<file path="src/hw/rtl/srs_pkg.sv">
`default_nettype none

package srs_pkg;

  localparam int ROW_W   = 64;
  localparam int TOTAL_W = 11;
  localparam int TREE_FAN_LOG = 5;   // 32 inputs per or-tree node
  localparam int OUT_DATA_W = 16;    // found + status + entry_total, padded to bytes

  typedef enum logic {
    OP_INSERT = 1'b0,
    OP_QUERY  = 1'b1
  } srs_op_t;

  typedef enum logic [1:0] {
    ST_OK   = 2'd0,
    ST_DUP  = 2'd1,
    ST_FULL = 2'd2
  } srs_status_t;

  typedef enum logic [1:0] {
    S_IDLE,
    S_WAIT,
    S_APPLY
  } srs_state_t;

  // broadcast from the controller to every cell
  typedef struct packed {
    logic                    cmp_en;
    logic                    shift_en;
    logic signed [ROW_W-1:0] key;
  } srs_cell_ctl_t;

  // width of or-tree level lv for n leaves (level 0 is the leaves)
  function automatic int srs_level_width(input int n, input int lv);
    int w;
    w = n;
    for (int k = 0; k < lv; k++) begin
      w = (w + (1 << TREE_FAN_LOG) - 1) >> TREE_FAN_LOG;
    end
    return w;
  endfunction

  // registered levels needed to reduce n leaves to one bit
  function automatic int srs_tree_levels(input int n);
    int w;
    int l;
    w = n;
    l = 0;
    while (w > 1) begin
      w = (w + (1 << TREE_FAN_LOG) - 1) >> TREE_FAN_LOG;
      l++;
    end
    return (l < 1) ? 1 : l;
  endfunction

  // bit offset of registered level lv (1-based) in the flat tree vector
  function automatic int srs_level_offset(input int n, input int lv);
    int off;
    off = 0;
    for (int k = 1; k < lv; k++) begin
      off = off + srs_level_width(n, k);
    end
    return off;
  endfunction

endpackage

`default_nettype wire

</file>
<file path="src/hw/rtl/srs_or_tree.sv">
`default_nettype none

module srs_or_tree #(
  parameter int N = 1024
) (
  input  wire logic         clk,
  input  wire logic [N-1:0] leaf,
  output logic              any_o
);
  import srs_pkg::*;

  localparam int LEVELS = srs_tree_levels(N);
  localparam int TOT    = srs_level_offset(N, LEVELS + 1);
  localparam int FAN    = 1 << TREE_FAN_LOG;

  logic [TOT-1:0] tree_r;

  for (genvar lv = 1; lv <= LEVELS; lv++) begin : g_lvl
    localparam int IW   = srs_level_width(N, lv - 1);
    localparam int OW   = srs_level_width(N, lv);
    localparam int OOFF = srs_level_offset(N, lv);
    localparam int PW   = OW * FAN;

    logic [IW-1:0] src_w;
    logic [PW-1:0] pad_w;
    logic [OW-1:0] red_w;

    if (lv == 1) begin : g_first
      assign src_w = leaf;
    end else begin : g_inner
      localparam int IOFF = srs_level_offset(N, lv - 1);
      assign src_w = tree_r[IOFF +: IW];
    end

    assign pad_w = PW'(src_w);

    always_comb begin
      for (int g = 0; g < OW; g++) begin
        red_w[g] = |pad_w[g*FAN +: FAN];
      end
    end

    always_ff @(posedge clk) begin
      tree_r[OOFF +: OW] <= red_w;
    end
  end

  assign any_o = tree_r[TOT-1];

endmodule

`default_nettype wire

</file>
<file path="config.mk">
export PLATFORM = sky130hd
export DESIGN_NAME = srs_or_tree
export DESIGN_NICKNAME = d
export VERILOG_FILES = /design/src/hw/rtl/srs_pkg.sv /design/src/hw/rtl/srs_or_tree.sv
export SDC_FILE = /design/constraint.sdc
export NUM_CORES = 1
export LEC_CHECK = 0
export ABC_CLOCK_PERIOD_IN_PS = 1100
export CAP_MARGIN = 30
export CORE_AREA = 3 3 394 396
export DETAILED_ROUTE_END_ITERATION = 8
export DIE_AREA = 0 0 397 399
export DONT_BUFFER_PORTS = 1
export GPL_TIMING_DRIVEN = 0
export PLACE_DENSITY_LB_ADDON = 0.3
export SYNTH_ARGS = -nofsm -noshare
export SYNTH_HDL_FRONTEND = slang
export SYNTH_SLANG_ARGS = --single-unit
</file>
<file path="constraint.sdc">
create_clock -name clk -period 1.1 [get_ports clk]
set_input_delay 0.11 -clock clk [delete_from_list [all_inputs] [get_ports clk]]
set_output_delay 0.11 -clock clk [all_outputs]
set_load 0.01 [all_outputs]
</file>
==> out/qor.yml, run 1 <==
die:
  design.die.area_sq_um: 158000
  io_pins: 1026
  coreArea_sq_um: 152000
  initial_core_util: 0.0207
  dieHeight_um: 399
  row_count: 143
  chipWidth_um: 397
hold_path:
  holdCritStartpoint: "leaf[529]"
  min_path_cells: 3
  holdPathEnd: "g_lvl[2].pad_w[16]"
  min_path_type: "in2reg"
worst_setup_path:
  critPathTopFamily: "simple AND/OR/NAND/NOR gates"
  crit_path_max_fanout: 1
  r2r_slack_ns: -0.51
  crit_chain: "nor4_4 -> nand4_1 -> or2_1"
  cp_num_buf_inv: 0
  crit_slowest_cell: "nand4_1"
  critPathKind: "reg2reg"
  reg2regPathDepth: 3
  cpPeakStageDelay_ns: 0.42
  start_kind: "flip-flop"
  cp.arrival_ns: 1.83
  rr_endpoint: "any_o"
  crit_required_ns: 1.32
  end_kind: "flip-flop"
  reg2reg_from: "g_lvl[2].pad_w[5]"
timing:
  holdWs_ns: -0.0280
  worst_pin_slew_ns: 0.924
  finalWorstSetupSlack_ns: -0.508
  slew_viol_final: 0
  setup-tns-final_ns: -0.998
  fin_crit_sh: 1.46
  clock_skew_ns: 0.0261
  final.min_clock_period_ns: 1.61
  slew_headroom: 0.379
  finalSetupViolations: 11
  rsz0062_at_grt: "yes"
  fmax_mhz: 622
  hold_viol: 4
final_layout:
  layout.nets: 1691
  drive_gt1_frac: 0.174
  syn2layout_area_growth_pct: 190
  postLayoutCoreUtil: 0.0598
  final_cells: 2718
route:
  routed_via_density: 2.27
  top_layer: "met5"
  m1WireLength_um: 18300
  drt_iter0_drc: 388
  routed-wl-met3_um: 6440
  dr_total_vias: 6177
  wire_per_inst_um: 20.3
  wl_um: 55100
  dr.pass1.iters: 4
  drc_errors: 0
  drtAntennaViolNets: 0
  dr_wl_met2_um: 27400
synthesis:
  synth_cells: 396
  ys_ff_latch: 33
  yosysSeqAreaShare: 0.211
  synth_fp_nets: 1421
  synth_area_leader_cell: "nor4_1"
  yosysUniqueCellTypes: 5
  netlist.area_leader.share: 0.461
  synth_top_cells_by_area: "nor4_1, dfxtp_1, nand4_1"
  avgSynthCellArea_sq_um: 7.92
  yosys_warnings: 0
  syn_area_sq_um: 3140
grt:
  antenna_found_initial: 40
  grt_pass1_vias: 6585
  grt_max_degree: 10
  grt-ovfl-total: 0
  grt_usage: 0.0622
  grt_pass1_wl_um: 63300
cts:
  cts_hold_buf: 255
  path_clk_slew_ns: 0.10
  cts.sinks: 33
  numCtsBuffers: 5
  htreeDepth: 2
  post_cts_buffers: 0
  clockRootBuffer: "clkbuf_16"
  insertion_delay_ns: 0.35
  clockBufferDepth: 2
  cts_tree: "yes"
power_and_ir_drop:
  p_leak_uw: 0.00201
  ir_drop_uv: 529
  power.density_nw_per_um2: 471
placement:
  port_buffers: 0
  dp_cells: 2433
  gp_congestion: 1.24
  post-place-ws_ns: -1.24
  hpwlAfterDp_um: 46400
status:
  status: "finished, violations left"
  violations: "negative hold slack, negative setup slack"
flow_run:
  maxCapViolations: 0
logic make-up (layout without fill, tap and decap cells):
family | count (synthesis) | in the layout | synth area share
other | 0 | 22 | 0
and+or+nand+nor | 363 | 363 | 0.789
buffers and inverters | 0 | 270 | 0
DFF | 33 | 33 | 0.211
how the worst max path moves through the flow:
| stage | startpoint | endpoint | slack, ns | depth (start not counted) |
|---|---|---|---|---|
| 2_1_floorplan | g_lvl[2].pad_w[24] | any_o | 0.14 | 3 |
| 3_3_place_gp | leaf[776] | g_lvl[2].pad_w[24] | -2.75 | 3 |
| 3_5_place_dp | g_lvl[2].pad_w[2] | any_o | -1.24 | 3 |
| 4_1_cts | g_lvl[2].pad_w[1] | any_o | -0.66 | 3 |
| 5_1_grt | g_lvl[2].pad_w[1] | any_o | -0.61 | 3 |
| 6_report | g_lvl[2].pad_w[5] | any_o | -0.51 | 3 |
tightest hold or removal path, stage by stage:
cell and delay, ns:
nor4_4 0.03, nand4_1 0.05, or2_1 0.10
cell usage in the layout, fill, tap and decap left out:
cell type       instances
buf_6                   2
nand4_1                66
diode_2                22
nor4_4                  9
clkbuf_16               5
dfxtp_2                 2
nor4_1                164
clkbuf_8                1
dlygate4sd3_1         217
buf_4                   5
dlymetal6s4s_1         38
dfxtp_1                31
clkbuf_1                1
nor4_2                 91
or2_1                  33
clkbuf_2                1
metrics by stage:
| step | power (uW) | instance area, sq um |
|---|---|---|
| floorplan | 1410 | 3140 |
| global placement | 1490 | 5680 |
| detailed placement | 1500 | 5790 |
| CTS | 4360 | 8600 |
| global route | 4560 | 9070 |
| finish | 4280 | 9090 |
power breakdown:
group          switching [uW]  internal, uW
sequential        0.000000749          1190
combinational             459           816
clock                     910           903
total                    1370          2910
routing by layer:
layer  vias up  global-route usage
met5         -             0.00554
met4        34              0.0284
met3       164              0.0342
met2       616               0.106
met1      2948              0.0610
li1       2415                   -
repair_timing:
item	CTS	global route
hold endpoints to repair	17	8
endpoints found under the setup margin	8	20
resized for setup	17	91
pin swaps	9	53
cell type report:
cell class / instances / area [sq um]
diodes: 22 / 55.1
fillers: 17800 / 143000
well taps: 2030 / 2540
repair buffers: 263 / 2710
clock buffers: 7 / 143
flip-flops and latches: 33 / 663
multi-input cells: 363 / 2980
flip-flops by register name (all words and copies together), names as in the netlist:
| signal | cells |
|---|---|
| any_o | 1 |
| g_lvl.pad_w | 32 |
Yosys cell counts:
library cell,instances
dfxtp_1,33
or2_1,33
nand4_1,66
nor4_2,33
nor4_1,231
No activity file was read; power rests on OpenSTA's default activity.
==> inputs of run 2 (changes only) <==
--- a/config.mk
+++ b/config.mk
@@ -7,9 +7,9 @@
 export LEC_CHECK = 0
 export ABC_CLOCK_PERIOD_IN_PS = 1100
 export CAP_MARGIN = 30
-export CORE_AREA = 3 3 394 396
+export CORE_AREA = 3 3 393 395
 export DETAILED_ROUTE_END_ITERATION = 8
-export DIE_AREA = 0 0 397 399
+export DIE_AREA = 0 0 396 398
 export DONT_BUFFER_PORTS = 1
 export GPL_TIMING_DRIVEN = 0
 export PLACE_DENSITY_LB_ADDON = 0.3
==> out/qor.yml, run 2 (same netlist as run 1, synthesis figures left out) <==
status:
  status: "finished, violations left"
  violations: "negative hold slack, negative setup slack"
worst_setup_path:
  critPathKind: "reg2reg"
  crit_chain: "nor4_4 -> nand4_1 -> or2_4"
  start_kind: "flip-flop"
  end_kind: "flip-flop"
  cpPeakStageDelay_ns: 0.42
  crit_path_max_fanout: 1
  crit_slowest_cell: "nor4_4"
  cp.arrival_ns: 1.86
  rr_endpoint: "any_o"
  reg2regPathDepth: 3
  reg2reg_from: "g_lvl[2].pad_w[7]"
  r2r_slack_ns: -0.54
  crit_required_ns: 1.32
power_and_ir_drop:
  total_power_uw: 4490
  p_leak_uw: 0.00245
  power.density_nw_per_um2: 445
  ir_drop_uv: 464
final_layout:
  layout.nets: 1786
  syn2layout_area_growth_pct: 222
  final_common_cell: "dlygate4sd3_1"
  fill_cells: 17700
  regArea_sq_um: 666
  multiInputGateArea_sq_um: 3020
  final_cells: 2825
  largest_reg_flops: 32
  drive_gt1_frac: 0.168
  layout_common_cells: "dlygate4sd3_1, nor4_1, nor4_2"
route:
  wire_per_inst_um: 21.8
  drtAntennaViolNets: 0
  dr.pass1.iters: 5
  wl_um: 61500
  top_layer: "met5"
  m1WireLength_um: 20600
  routed_via_density: 2.36
  dr_wl_met2_um: 31600
  routed-wl-met3_um: 6310
  drt_iter0_drc: 546
  dr_total_vias: 6663
  drc_errors: 0
timing:
  fmax_mhz: 608
  final.min_clock_period_ns: 1.64
  finalSetupViolations: 12
  finalWorstSetupSlack_ns: -0.544
  slew_viol_final: 0
  hold_viol: 3
  clock_skew_ns: 0.00854
  rsz0062_at_grt: "yes"
  holdWs_ns: -0.0198
  worst_pin_slew_ns: 0.927
  fin_crit_sh: 1.49
  slew_headroom: 0.377
cts:
  post_cts_buffers: 0
  clockRootBuffer: "clkbuf_16"
  path_clk_slew_ns: 0.07
  htreeDepth: 2
  cts.sinks: 33
  cts_tree: "yes"
  numCtsBuffers: 5
  insertion_delay_ns: 0.34
  clockBufferDepth: 2
grt:
  antenna_found_initial: 54
  grt-ovfl-total: 0
  grt_usage: 0.0704
  grt_pass1_wl_um: 70700
  grt_pass1_vias: 6897
  grt_max_degree: 11
die:
  row_count: 143
  coreArea_sq_um: 152000
  chipWidth_um: 396
  initial_core_util: 0.0207
  dieHeight_um: 398
  design.die.area_sq_um: 158000
  io_pins: 1026
placement:
  hpwlAfterDp_um: 51700
  port_buffers: 0
  dp_cells: 2439
flow_run:
  maxCapViolations: 0
hold_path:
  holdPathEnd: "g_lvl[2].pad_w[13]"
  holdCritStartpoint: "leaf[421]"
  min_path_type: "in2reg"
  min_path_cells: 3
run 2: changes by cell type in the layout (fill, tap and decap cells not counted), sizes merged:
cell / delta
buf: +7
dlymetal6s4s: +1
dlygate4sd3: +88
clkbuf: -2
clkinv: +2
diode: +11
run 2: worst max-delay path: cells and delay by family, from the launching register on:
family,cells,cell delay (ns)
flops,1,0.33
simple gates,3,1.20
run 2: worst max-delay path by stage:
stage	from	to	slack (ns)	cells after the start
global placement	leaf[996]	g_lvl[2].pad_w[31]	-2.12	3
floorplan	g_lvl[2].pad_w[24]	any_o	0.14	3
detailed placement	g_lvl[2].pad_w[8]	any_o	-1.27	3
global route	g_lvl[2].pad_w[11]	any_o	-0.61	3
CTS	g_lvl[2].pad_w[8]	any_o	-0.66	3
finish	g_lvl[2].pad_w[7]	any_o	-0.54	3
run 2: where the power goes:
part / total [uW] / switching [uW] / internal (uW)
registers: 1190 / 0.000000810 / 1190
clock network: 1720 / 873 / 842
logic: 1580 / 548 / 1030
run 2: area by class of cell:
type	instances	share of cell area
well taps	2030	0.252
clock inverters	2	0.000992
flip-flops and latches	33	0.0660
multi-input cells	363	0.299
repair buffers	358	0.361
clock buffers	6	0.0128
diodes	33	0.00818
run 2: repair_timing:
item                       4_1_cts  5_1_grt
pin swaps                        7       61
gates resized for setup         16      100
hold buffers                   340        4
hold endpoints to repair        19       10
setup endpoints to repair        6       22
run 2: per-layer routing:
layer | up-vias | global-route usage
li1 | 2618 | -
met1 | 3178 | 0.0715
met2 | 679 | 0.122
met3 | 166 | 0.0313
met4 | 22 | 0.0358
met5 | - | 0
run 2: stage by stage:
| stage | util | setup TNS [ns] | area [sq um] | setup WS [ns] |
|---|---|---|---|---|
| finish | 0.0666 | -1.04 | 10100 | -0.544 |
| floorplan | - | 0 | 3140 | 0.140 |
| detailed placement | 0.0385 | -7.80 | 5840 | -1.27 |
| CTS | 0.0626 | -0.986 | 9490 | -0.660 |
| global route | 0.0664 | -1.33 | 10100 | -0.608 |
| global placement | 0.0375 | -16.16 | 5680 | -2.12 |
