### config.mk
export PLATFORM = sky130hd
export DESIGN_NAME = srs_cell
export DESIGN_NICKNAME = d
export VERILOG_FILES = /design/src/hw/rtl/srs_pkg.sv /design/src/hw/rtl/srs_cell.sv
export SDC_FILE = /design/constraint.sdc
export NUM_CORES = 1
export LEC_CHECK = 0
export BUFFER_PORTS_ARGS = -buffer_cell sky130_fd_sc_hd__buf_4
export CAP_MARGIN = 20
export CELL_PAD_IN_SITES_DETAIL_PLACEMENT = 1
export CELL_PAD_IN_SITES_GLOBAL_PLACEMENT = 1
export CORE_MARGIN = 3
export CORE_UTILIZATION = 39
export DETAILED_ROUTE_END_ITERATION = 12
export PLACE_DENSITY_LB_ADDON = 0.1
export SLEW_MARGIN = 20
export SYNTH_ARGS = -nofsm -noshare
export SYNTH_HDL_FRONTEND = slang
export SYNTH_SLANG_ARGS = --single-unit
### constraint.sdc
create_clock -name clk -period 6.6 [get_ports clk]
set_input_delay 0.66 -clock clk [delete_from_list [all_inputs] [get_ports clk]]
set_output_delay 0.66 -clock clk [all_outputs]
set_load 0.05 [all_outputs]
### src/hw/rtl/srs_pkg.sv
`default_nettype none

package srs_pkg;

  localparam int ROW_W   = 64;
  localparam int TOTAL_W = 11;
  localparam int TREE_FAN_LOG = 5;   // 32 inputs per or-tree node
  localparam int OUT_DATA_W = 16;    // found + status + entry_total, padded to bytes

  typedef enum logic {
    OP_INSERT = 1'b0,
    OP_QUERY  = 1'b1
  } srs_op_t;

  typedef enum logic [1:0] {
    ST_OK   = 2'd0,
    ST_DUP  = 2'd1,
    ST_FULL = 2'd2
  } srs_status_t;

  typedef enum logic [1:0] {
    S_IDLE,
    S_WAIT,
    S_APPLY
  } srs_state_t;

  // broadcast from the controller to every cell
  typedef struct packed {
    logic                    cmp_en;
    logic                    shift_en;
    logic signed [ROW_W-1:0] key;
  } srs_cell_ctl_t;

  // width of or-tree level lv for n leaves (level 0 is the leaves)
  function automatic int srs_level_width(input int n, input int lv);
    int w;
    w = n;
    for (int k = 0; k < lv; k++) begin
      w = (w + (1 << TREE_FAN_LOG) - 1) >> TREE_FAN_LOG;
    end
    return w;
  endfunction

  // registered levels needed to reduce n leaves to one bit
  function automatic int srs_tree_levels(input int n);
    int w;
    int l;
    w = n;
    l = 0;
    while (w > 1) begin
      w = (w + (1 << TREE_FAN_LOG) - 1) >> TREE_FAN_LOG;
      l++;
    end
    return (l < 1) ? 1 : l;
  endfunction

  // bit offset of registered level lv (1-based) in the flat tree vector
  function automatic int srs_level_offset(input int n, input int lv);
    int off;
    off = 0;
    for (int k = 1; k < lv; k++) begin
      off = off + srs_level_width(n, k);
    end
    return off;
  endfunction

endpackage

`default_nettype wire

### src/hw/rtl/srs_cell.sv
`default_nettype none

module srs_cell (
  input  wire logic                            clk,
  input  wire srs_pkg::srs_cell_ctl_t          ctl,
  input  wire logic                            valid,
  input  wire logic signed [srs_pkg::ROW_W-1:0] left_val,
  input  wire logic                            left_lt,
  output logic signed [srs_pkg::ROW_W-1:0]     val_o,
  output logic                                 lt_o,
  output logic                                 eq_o
);
  import srs_pkg::*;

  logic signed [ROW_W-1:0] val_r;
  logic                    lt_r;
  logic                    eq_r;

  // compare phase: flags against the new key
  always_ff @(posedge clk) begin
    if (ctl.cmp_en) begin
      lt_r <= valid && ($signed(val_r) < $signed(ctl.key));
      eq_r <= valid && (val_r == ctl.key);
    end
  end

  // insert: cells at or above the slot move one place up, the slot takes the key
  always_ff @(posedge clk) begin
    if (ctl.shift_en && !lt_r) begin
      val_r <= left_lt ? ctl.key : left_val;
    end
  end

  assign val_o = val_r;
  assign lt_o  = lt_r;
  assign eq_o  = eq_r;

endmodule

`default_nettype wire

==> results of run 1 <==
## synth_stat cells, drive strengths merged
cell type,count,area share
edfxtp,66,0.45
inv,66,0.057
ha,64,0.18
mux2,64,0.16
a21oi,22,0.026
nand4,13,0.020
a21o,12,0.021
nand2,12,0.011
nand3,8,0.0091
clkbuf,7,0.0060
o21ai,5,0.0057
nor2,4,0.0034
a211oi,3,0.0051
a221oi,3,0.0060
nor4,3,0.0077
nor3,2,0.0023
or4,2,0.0043
a2111oi,1,0.0020
a31oi,1,0.0014
mux2i,1,0.0023
nand4b,1,0.0020
nor2b,1,0.0014
o211ai,1,0.0017
o31ai,1,0.0017
or2b,1,0.0017
or3,1,0.0014
## kinds of logic after synthesis
| logic type | Yosys count | share of synthesized area |
|---|---|---|
| flip-flops | 66 | 0.453 |
| multiplexers | 65 | 0.167 |
| AO/OA/AOI/OAI | 49 | 0.0706 |
| AND/OR/NAND/NOR | 48 | 0.0643 |
| adder cells (fa/ha/maj) | 64 | 0.183 |
| buffers and inverters | 73 | 0.0626 |
## through the flow
step	cells	cell area (sq um)	power (mW)
3_3_place_gp	697	6030	0.876
6_report	712	6180	1.16
2_1_floorplan	365	4380	0.739
4_1_cts	712	6180	1.18
5_1_grt	712	6180	1.22
3_5_place_dp	697	6030	0.887
## worst min path at each step
stage                     endpoint  slack, ns
after floorplan               eq_o       0.77
after global placement        eq_o       0.87
after detailed placement      eq_o       0.87
after CTS                     lt_o       0.49
after global routing          lt_o       0.48
final                         lt_o       0.51
## state kept, by name, summed over array words and instances, names as in the netlist
| register | cells |
|---|---|
| eq_o | 1 |
| lt_o | 1 |
| val_o | 64 |
## worst max-delay path: cells and delay by family, from the launching register on
kind	cells	cell delay, ns
AO/OA/AOI/OAI	1	0.10
adder cells (fa/ha/maj)	1	0.37
flip-flops	1	0.44
multiplexers	1	0.20
AND/OR/NAND/NOR	5	1.26
## layout make-up
class,count,area [sq um]
Inverter,66,248
Clock buffer,10,128
Timing Repair Buffer,199,1490
Tap cell,140,175
Sequential cell,66,1980
Fill cell,1184,4710
Clock inverter,5,22.5
Multi-Input combinational cell,226,2130
## power by group through the flow
| stage | combinational [mW] | sequential [mW] | clock (mW) |
|---|---|---|---|
| global placement | 0.352 | 0.524 | 0 |
| detailed placement | 0.361 | 0.526 | 0 |
| finish | 0.357 | 0.517 | 0.287 |
| CTS | 0.363 | 0.517 | 0.299 |
| floorplan | 0.121 | 0.618 | 0 |
| global route | 0.389 | 0.520 | 0.315 |
## metal layers
layer	vias up	GRT usage	share of wire
met4	0	0.0433	0.0082
met5	-	0	0
met3	10	0.0924	0.093
met2	118	0.352	0.52
met1	1685	0.207	0.38
li1	1745	-	-
==> metrics.md, run 1 <==
| Metric | Value |
|---|---|
| Status | completed |
| Initial core utilization | 0.402 |
| Vias | roughly 3600 |
| Crit path largest cell delay | about 0.64 ns |
| Wire per inst | approximately 17 um |
| Post-route ant nets | 0 |
| Total wire length | between 10000 and 15000 um |
| CP Class | reg2reg |
| CTS max path bufs | 2 |
| Syn nets | 562 |
| TritonCTS clock tree | done |
| Max Cap Viol | 0 |
| Tcrit/Tclk final | 0.381 |
| 1st-pass router iterations | 4 |
| Number of gates resized after CTS | 0 |
| Area Growth Syn to Fin | 41.1% |
| Max Slew Vio Count | 0 |
| Full die area | around 13000 sq um |
| Residual DRC count | 0 |
| Achievable clock frequency | roughly 400 MHz |
| Synth cell types | 32 |
| Ys Warns | 0 |
| CTS Hold Buffers Added | 0 |
| Layout cells sized above 1 | 0.493 |
| Worst hold margin | 0.513 ns |
| Final WS setup | roughly 4.1 ns |
| Post-CTS setup buffers | 0 |
| Max IR drop VDD | 0.155 mV |
| Clock share of power | 0.247 |
| Synth Register Bits | 66 |
| PD cells | ~190 nW/um^2 |
| Crit end category | register |
| IO buf count | between 150 and 200 |
| Sequential power share | 0.445 |
| Final hold viol count | 0 |
| Least-Margin Pin Slew | a little over 0.9 ns |
| Worst Setup SP | val_o[63] |
| Final RePlAce weighted congestion | 0.801 |
| DP HPWL | 9850 um |
| Worst Hold Class | in2reg |
| Combinational Power Share | 0.307 |
| Core Area | roughly 11000 sq um |
| DR iter-0 viols | 53 |
| Pin count of the biggest net entering global routing | between 60 and 70 |
| Sequential share of the synthesized area | 0.453 |
| Final setup violation count | 0 |
| Worst skew pair latency | roughly 0.36 ns |
| Sw Share | 0.325 |
| Die width | 112 um |
| R2r setup slk | around 4 ns |
| Worst path required time | 6.80 ns |
| Clk_skew | 0.0108 ns |
| Grt ovf | 0 |
| Critical Path AT | around 2.7 ns |
| Internal power | around 0.8 mW |
| Worst R2R Path Depth | 8 |
| Post-place setup slack | about 3.7 ns |
| # diodes | 0 |
| Fin util | 0.567 |
| DR vias/cell | about 5 |
| Syn_area_per_cell | 12.0 sq um |
| H-tree Lvls | 3 |
| Row cnt | 38 |
| Critical path peak fanout | 4 |
| Most frequent cells in the layout | buf_4, inv_1, edfxtp_1, mux2_2, ha_1 |
| CP Cell Sequence | ha_1 -> nand4_1 -> or4_1 -> nor4_4 -> nand2_2 -> a21oi_2 -> nand4b_1 -> mux2i_1 |
| Final min period | between 2 and 3 ns |
| Global-route wire length before repair | approximately 19000 um |
| Netlist Area Pre-Place | 4380 sq um |
| Origin of the worst min-delay path | ctl[65] |
| Antenna violations before repair | 0 |
| Most common cell after layout, fill and taps aside | buf_4 |
| Num CTS Buffers | 9 |
| P_leak | around 3 nW |
| Vias in the first global route | around 4000 |
| RR Startpoint | val_o[63] |
| I/O Pins | between 150 and 200 |
| CP Launch Type | register |
| Final Net Count | roughly 770 |
| Hold path cells | 1 |
| Post-synthesis cell count | 365 |
| Slowest-stage cell, CP | or4_1 |
| Final TNS setup | 0 ns |
| Last element of the critical path | lt_o |
| RR Endpoint | lt_o |
| Psw | roughly 0.38 mW |
| Die extent in y | approximately 110 um |
| Sink Count | 66 |
| Max-Slew Margin vs Limit | 0.394 |
| GRT Overall Usage | 0.195 |
| Worst-path clk slew | roughly 0.07 ns |
| RSZ-0062 raised after global routing | false |
| CTS root buf | clkbuf_8 |
Note: power is estimated with default switching activity, not from simulation.
==> inputs of run 2 (changes only) <==
--- a/config.mk
+++ b/config.mk
@@ -10,7 +10,7 @@
 export CELL_PAD_IN_SITES_DETAIL_PLACEMENT = 1
 export CELL_PAD_IN_SITES_GLOBAL_PLACEMENT = 1
 export CORE_MARGIN = 3
-export CORE_UTILIZATION = 39
+export CORE_UTILIZATION = 36
 export DETAILED_ROUTE_END_ITERATION = 12
 export PLACE_DENSITY_LB_ADDON = 0.1
 export SLEW_MARGIN = 20
==> constraint.sdc (replaced) <==
create_clock -name clk -period 2.5 [get_ports clk]
set_input_delay 0.25 -clock clk [delete_from_list [all_inputs] [get_ports clk]]
set_output_delay 0.25 -clock clk [all_outputs]
set_load 0.05 [all_outputs]
==> run 2 against run 1 <==
Net effect:
- sequential share of layout area down 1.7 points
- cell count is 2.2% higher
- critical path depth rose by 1
- register-to-register slack got worse by 4.1 ns
- count of clock-buffer cells in the layout unchanged
- first-iteration DRC count rose to 3.0 times the previous value
- core utilization fell by 0.87 points
- routed wire length rose by 8.3%
- fmax is 2.0% higher
- worst hold slack got worse by 0.38 ns
- die area rose by 7.9%
- largest power group unchanged
==> metrics.md, run 2 (synthesized netlist as in run 1, its figures left out) <==
| Metric | Value |
|---|---|
| Status | completed |
| Final Net Count | about 780 |
| I/O Pins | 199 |
| Cell Count, Final, Fillers Out | between 700 and 800 |
| GRT Overall Usage | 0.192 |
| Antenna violations before repair | 0 |
| Area Growth Syn to Fin | 48.8% |
| Die extent in y | 116 um |
| Final setup violation count | 0 |
| Die width | around 120 um |
| Layout cells sized above 1 | 0.521 |
| Least-Margin Pin Slew | 0.541 ns |
| Residual DRC count | 0 |
| Crit end category | register |
| Grt ovf | 0 |
| Final RePlAce weighted congestion | just under 0.8 |
| Final hold viol count | 0 |
| Initial core utilization | 0.375 |
| IO buf count | 198 |
| RSZ-0062 raised after global routing | true |
| Fin util | 0.559 |
| Sink Count | 66 |
| Max IR drop VDD | between 0.3 and 0.4 mV |
| Slowest-stage cell, CP | a2111oi_1 |
| Total wire length | 13300 um |
| Critical Path AT | roughly 2.5 ns |
| Worst path required time | around 2.6 ns |
| Pin count of the biggest net entering global routing | 44 |
| Clk_skew | around 0.0041 ns |
| Critical path peak fanout | 2 |
| DR iter-0 viols | approximately 160 |
| Global-route wire length before repair | 19800 um |
| Post-route ant nets | 0 |
| PD cells | about 550 nW/um^2 |
| 1st-pass router iterations | 4 |
| CP Class | reg2reg |
| Num CTS Buffers | 9 |
| Max-Slew Margin vs Limit | 0.640 |
| Final min period | 2.47 ns |
| CP Launch Type | register |
| DP HPWL | between 10000 and 15000 um |
| Max Slew Vio Count | 0 |
| Worst Hold Class | in2reg |
| Vias in the first global route | approximately 4000 |
| Tcrit/Tclk final | 0.986 |
| Most common cell after layout, fill and taps aside | buf_4 |
| Most frequent cells in the layout | buf_4, inv_1, edfxtp_1, mux2_2, ha_1 |
| Count of buffer and inverter cells on the critical path | 1 |
| Placed insts | slightly above 700 |
| Worst-path clk slew | around 0.050 ns |
| Placed cell area | 6100 sq um |
| Crit path largest cell delay | about 0.52 ns |
| CTS max path bufs | 2 |
| Post-route cell area | approximately 6500 sq um |
| Row cnt | 39 |
| Max FFs per register | 64 |
| CTS root buf | clkbuf_16 |
| CP Cell Sequence | ha_1 -> a21o_1 -> nand3_1 -> a21oi_1 -> a2111oi_1 -> buf_4 -> or3_1 -> nand4b_1 -> mux2i_1 |
| Filler cells | around 1300 |
| Wire per inst | 18.2 um |
| Worst skew pair latency | between 0.3 and 0.4 ns |
| Vias | 3655 |
| P_leak | about 3.1 nW |
| # diodes | 0 |
| H-tree Lvls | 3 |
| DR vias/cell | roughly 5 |
| Max Cap Viol | 0 |
| Crit path max-delay family | compound AO/OA/AOI/OAI gates |
| CTS Hold Buffers Added | 0 |
| TritonCTS clock tree | done |
| Core Area | between 10000 and 15000 sq um |
| Full die area | 13500 sq um |
| Achievable clock frequency | slightly above 400 MHz |
## run 2: cell types whose count changed in the layout (fill, tap and decap cells not counted), moves of 2 or more
| cell | previous run | this run |
|---|---|---|
| clkbuf_16 | 0 | 9 |
| ha_4 | 0 | 7 |
| clkbuf_8 | 9 | 0 |
| clkinv_1 | 2 | 0 |
| buf_4 | 199 | 212 |
| ha_1 | 64 | 57 |
## run 2: per-layer routing
metal,global-route usage,routed length (um),vias up
met1,0.210,5050,1751
li1,-,-,1778
met2,0.359,7070,115
met5,0,0,-
met4,0.0642,162,0
met3,0.0492,987,11
## run 2: final cells by class
class | count | area (sq um) | share of cell area
Tap cell | 143 | 179 | 0.0275
Multi-Input combinational cell | 226 | 2220 | 0.341
Sequential cell | 66 | 1980 | 0.304
Clock buffer | 10 | 229 | 0.0351
Timing Repair Buffer | 213 | 1610 | 0.247
Inverter | 66 | 248 | 0.0380
Clock inverter | 4 | 45.0 | 0.00691
## run 2: repair_timing
action | in CTS | in global routing
setup buffers | 0 | 10
resized for setup | 0 | 6
setup endpoints to repair | 0 | 1
## run 2: where the power goes
| group | switching, mW | internal [mW] | total (mW) | leakage [nW] |
|---|---|---|---|---|
| clock network | 0.470 | 0.756 | 1.23 | 0.138 |
| logic | 0.557 | 0.440 | 0.997 | 2.37 |
| registers | 0.0471 | 1.32 | 1.37 | 0.626 |
| total | 1.07 | 2.52 | 3.59 | 3.14 |
## run 2: metrics by stage
stage,power (mW),hold slack [ns],worst slack (ns),TNS (ns)
after floorplan,1.95,0.362,-0.0484,-0.0484
after global placement,2.33,0.464,0.113,0
after detailed placement,2.37,0.467,0.0409,0
after CTS,3.61,0.118,0.00322,0
after global routing,3.75,0.124,-0.156,-0.156
final,3.59,0.132,0.0349,0
## run 2: worst reg2reg max path, stage by stage, from the launching register on
cell and delay, ns:
edfxtp_1 0.39, ha_1 0.32, a21o_1 0.19, nand3_1 0.11, a21oi_1 0.09, a2111oi_1 0.52, buf_4 0.19, or3_1 0.11
nand4b_1 0.14, mux2i_1 0.16
## run 2: worst paths after layout
kind / start / to / slack, ns / cells after the start
setup / recovery: val_o[37] / lt_o / 0.03 / 9
hold / removal: ctl[65] / lt_o / 0.13 / 1
setup reg to reg: val_o[37] / lt_o / 0.03 / 9
hold reg to reg: val_o[2] / eq_o / 0.89 / 3
